**src/swe_delay_ram.sv**
```systemverilog
// Side delay line storage: one write port, one registered read port.
module swe_delay_ram #(
    parameter int DEPTH = 32,
    parameter int AW    = 5
) (
    input  logic          i_clk,
    input  logic          i_we,
    input  logic [AW-1:0] i_waddr,
    input  logic [15:0]   i_wdata,
    input  logic          i_re,
    input  logic [AW-1:0] i_raddr,
    output logic [15:0]   o_rdata
);

    logic [15:0] r_mem [DEPTH];
    logic [15:0] r_rdata;

    always_ff @(posedge i_clk) begin
        if (i_we) begin
            r_mem[i_waddr] <= i_wdata;
        end
        if (i_re) begin
            r_rdata <= r_mem[i_raddr];
        end
    end

    assign o_rdata = r_rdata;

endmodule

```
**config.mk**
```make
export PLATFORM = sky130hd
export DESIGN_NAME = swe_delay_ram
export DESIGN_NICKNAME = d
export VERILOG_FILES = /design/src/swe_delay_ram.sv
export SDC_FILE = /design/constraint.sdc
export NUM_CORES = 1
export LEC_CHECK = 0
export ABC_CLOCK_PERIOD_IN_PS = 2100
export BUFFER_PORTS_ARGS = -buffer_cell sky130_fd_sc_hd__buf_2
export CORE_MARGIN = 2
export CORE_UTILIZATION = 30
export DETAILED_ROUTE_END_ITERATION = 7
export REMOVE_ABC_BUFFERS = 1
export SLEW_MARGIN = 20
export SYNTH_ARGS = -nofsm -noshare
export SYNTH_HDL_FRONTEND = slang
export SYNTH_SLANG_ARGS = --single-unit
```
**constraint.sdc**
```tcl
create_clock -name i_clk -period 2.1 [get_ports i_clk]
set_input_delay 0.21 -clock i_clk [delete_from_list [all_inputs] [get_ports i_clk]]
set_output_delay 0.21 -clock i_clk [all_outputs]
set_load 0.01 [all_outputs]
```
==> impl_metrics.tcl <==
set metrics [dict create \
    outcome "complete, no violations" \
    place_congestion 0.7625 \
    layout_min_cycle_time_ps 1727 \
    ant_nets 0 \
    final_count_of_negative_setup_slack_endpoints 0 \
    ios 45 \
    maximum_number_of_pins_on_one_net_before_global_route_repair 45 \
    slew-limit-headroom 0.5143 \
    synth-warning-count 0 \
    cp_cell_sequence "mux2i_1 -> a22o_1 -> nor3_1 -> buf_4 -> a31oi_1 -> nand3_1" \
    buffer_ports.inserted 44 \
    global_routing_usage_on_met2 0.2254 \
    1st_iter_drt_viols 927 \
    layoutNonFillerInstCount 2186 \
    layout.cells.most_common_list "edfxtp_1 (528), mux2i_1 (256), a22oi_1 (64)" \
    fp.coreArea_um2 68470 \
    netlist_area_um2 20700 \
    wire_per_inst_um 22.62 \
    area_growth_syn_to_layout_pct 17.47 \
    critical_path.top_delay_family "compound AO/OA/AOI/OAI gates" \
    postSynthRegisterBits 528 \
    gr-usage-all-layers 0.1388 \
    start_util 0.3023 \
    synthCells 1143 \
    critPathCaptureType "flip-flop" \
    clock-sinks 528 \
    placed_area_um2 22790 \
    antenna_violations_before_repair 10 \
    routed-via-count 10770 \
    grt_first_pass_wirelength_um 72510 \
    fraction_of_layout_instances_using_a_drive_strength_above_1 0.1706 \
    max_freq_ghz 0.5789 \
    report.power.total_mw 21.53 \
    final_number_of_hold_violating_endpoints 0 \
    worst_hold_margin_ps 172.7 \
    global_route.peak_usage_layer "met2" \
    path_clk_slew_ps 60 \
    cts.htree.levels 2 \
    dieHeight_um 266.7 \
    final.setup_skew_ps 12.29 \
    worstPathMaxFanout 1 \
    clk_path_buf_depth 3 \
    buf_inv_stages_crit_path 1 \
    maxCapViolCount 0 \
    vias_per_cell 4.928 \
    gates_resized_cts_repair 0 \
    grt_pass1_vias 10760 \
    cts_buffers 50 \
    unrepaired_setup_endpoints_after_global_routing "false" \
    final_min_period_over_clock_period 0.8226 \
    power_density_nw_per_um2 885.6 \
    design.die.area_um2 71100 \
    post_synthesis_average_cell_area_um2 18.11 \
    yosysUniqueCellTypes 25 \
    crit_path_max_incr_delay_ps 390 \
    required_time_worst_endpoint_ps 2390 \
    cts_hold_repair.buffers 0 \
    worst_slew_pin_slew_ps 728.5 \
    slowest_stage "a31oi_1" \
    hpwlAfterDp_um 28940 \
    timing.critical_path.arrival_ps 2020 \
    global_route.overflow_total 0 \
    rows 96 \
    nNetsFinal 1294 \
    power.leakage_nw 8.359 \
    postLayoutCellArea_um2 24310 \
    groute.layer.met3.usage 0.02657 \
    cts-root-buf "clkbuf_16" \
    groute.layer.met1.usage 0.1901 \
    final_common_cell "edfxtp_1" \
    power.ir.vdd_worst_mv 0.5041 \
    tritoncts "built" \
    timing_max_transition_violations_final 0 \
    hp-class "in -> reg" \
    worst-setup-path-type "reg -> reg" \
    cts.repair_timing.setup_buffer_count 0 \
    yosysSeqAreaShare 0.7661 \
    drt_drc_violations_left 0 \
    die_extent_in_x_um 266.7 \
    detail_route.wirelength_um 49440 \
    first_pass_iters 7 \
    clock_insertion_delay_worst_skew_ps 580 \
    start_kind "flip-flop" \
    place_inst 2095 \
]
-- worst reg2reg max path: stages (launching register included) --
cell and delay [ps]:
edfxtp_1 350, mux2i_1 190, a22o_1 210, nor3_1 60, buf_4 140, a31oi_1 390, nand3_1 120
-- synth_stat cells (all sizes together) --
library cell | count | area share
a21oi | 32 | 0.0077
a22o | 32 | 0.014
a22oi | 64 | 0.023
a31oi | 16 | 0.0048
and2 | 1 | 0.00030
buf | 55 | 0.024
clkbuf | 12 | 0.0022
edfxtp | 528 | 0.77
mux2i | 256 | 0.12
nand2 | 33 | 0.0060
nand2b | 2 | 0.00060
nand3 | 34 | 0.0082
nand3b | 5 | 0.0018
nand4 | 16 | 0.0048
nor2 | 34 | 0.0065
nor2b | 2 | 0.00060
nor3 | 16 | 0.0039
or2 | 1 | 0.00030
or3 | 1 | 0.00030
or3b | 3 | 0.0013
-- layout make-up --
class	count	area [um^2]
Timing Repair Buffer	137	1466
Fill cell	6406	44150
Sequential cell	528	15860
Tap cell	882	1104
Multi-Input combinational cell	548	4362
Clock buffer	63	1364
Antenna cell	3	7.507
Clock inverter	25	152.6
-- flip-flops by register name, indices dropped and copies added (netlist names) --
register and cells:
r_mem 512, o_rdata 16
-- logic make-up after synthesis --
logic type / Yosys count / synth area share
muxes: 256 / 0.1238
and+or+nand+nor: 148 / 0.03464
AOI/OAI and AO/OA: 144 / 0.04933
buffers and inverters: 67 / 0.02612
DFF: 528 / 0.7661
-- layer usage --
layer	share of wire	vias up
li1	-	4825
met4	0.021	16
met2	0.48	299
met5	0.0021	-
met1	0.44	5545
met3	0.060	87
-- power breakdown --
group	switching, mW	internal, mW	total (mW)	leakage [nW]
sequential	0.0407	11.8	11.8	4.77
combinational	0.810	0.469	1.28	2.85
clock	3.66	4.79	8.45	0.741
total	4.51	17.0	21.5	8.36
-- final timing paths --
| kind | slack (ps) | start | end | cells after the start |
|---|---|---|---|---|
| worst max-delay path | 370 | r_mem[1][13] | o_rdata[13] | 6 |
| worst min-delay path | 170 | i_re | o_rdata[5] | 1 |
| worst max register to register | 370 | r_mem[1][13] | o_rdata[13] | 6 |
| worst min register to register | 670 | r_mem[10][0] | o_rdata[0] | 4 |
-- stage by stage --
step           worst slack, ps  utilization  TNS (ps)
2_1_floorplan            -1050            -    -16800
5_1_grt                  349.8       0.3550         0
4_1_cts                  328.4       0.3550         0
6_report                 372.6       0.3551         0
3_5_place_dp            -158.7       0.3328    -307.2
3_3_place_gp            -85.61       0.3328    -246.3
No activity file was read; power rests on OpenSTA's default activity.
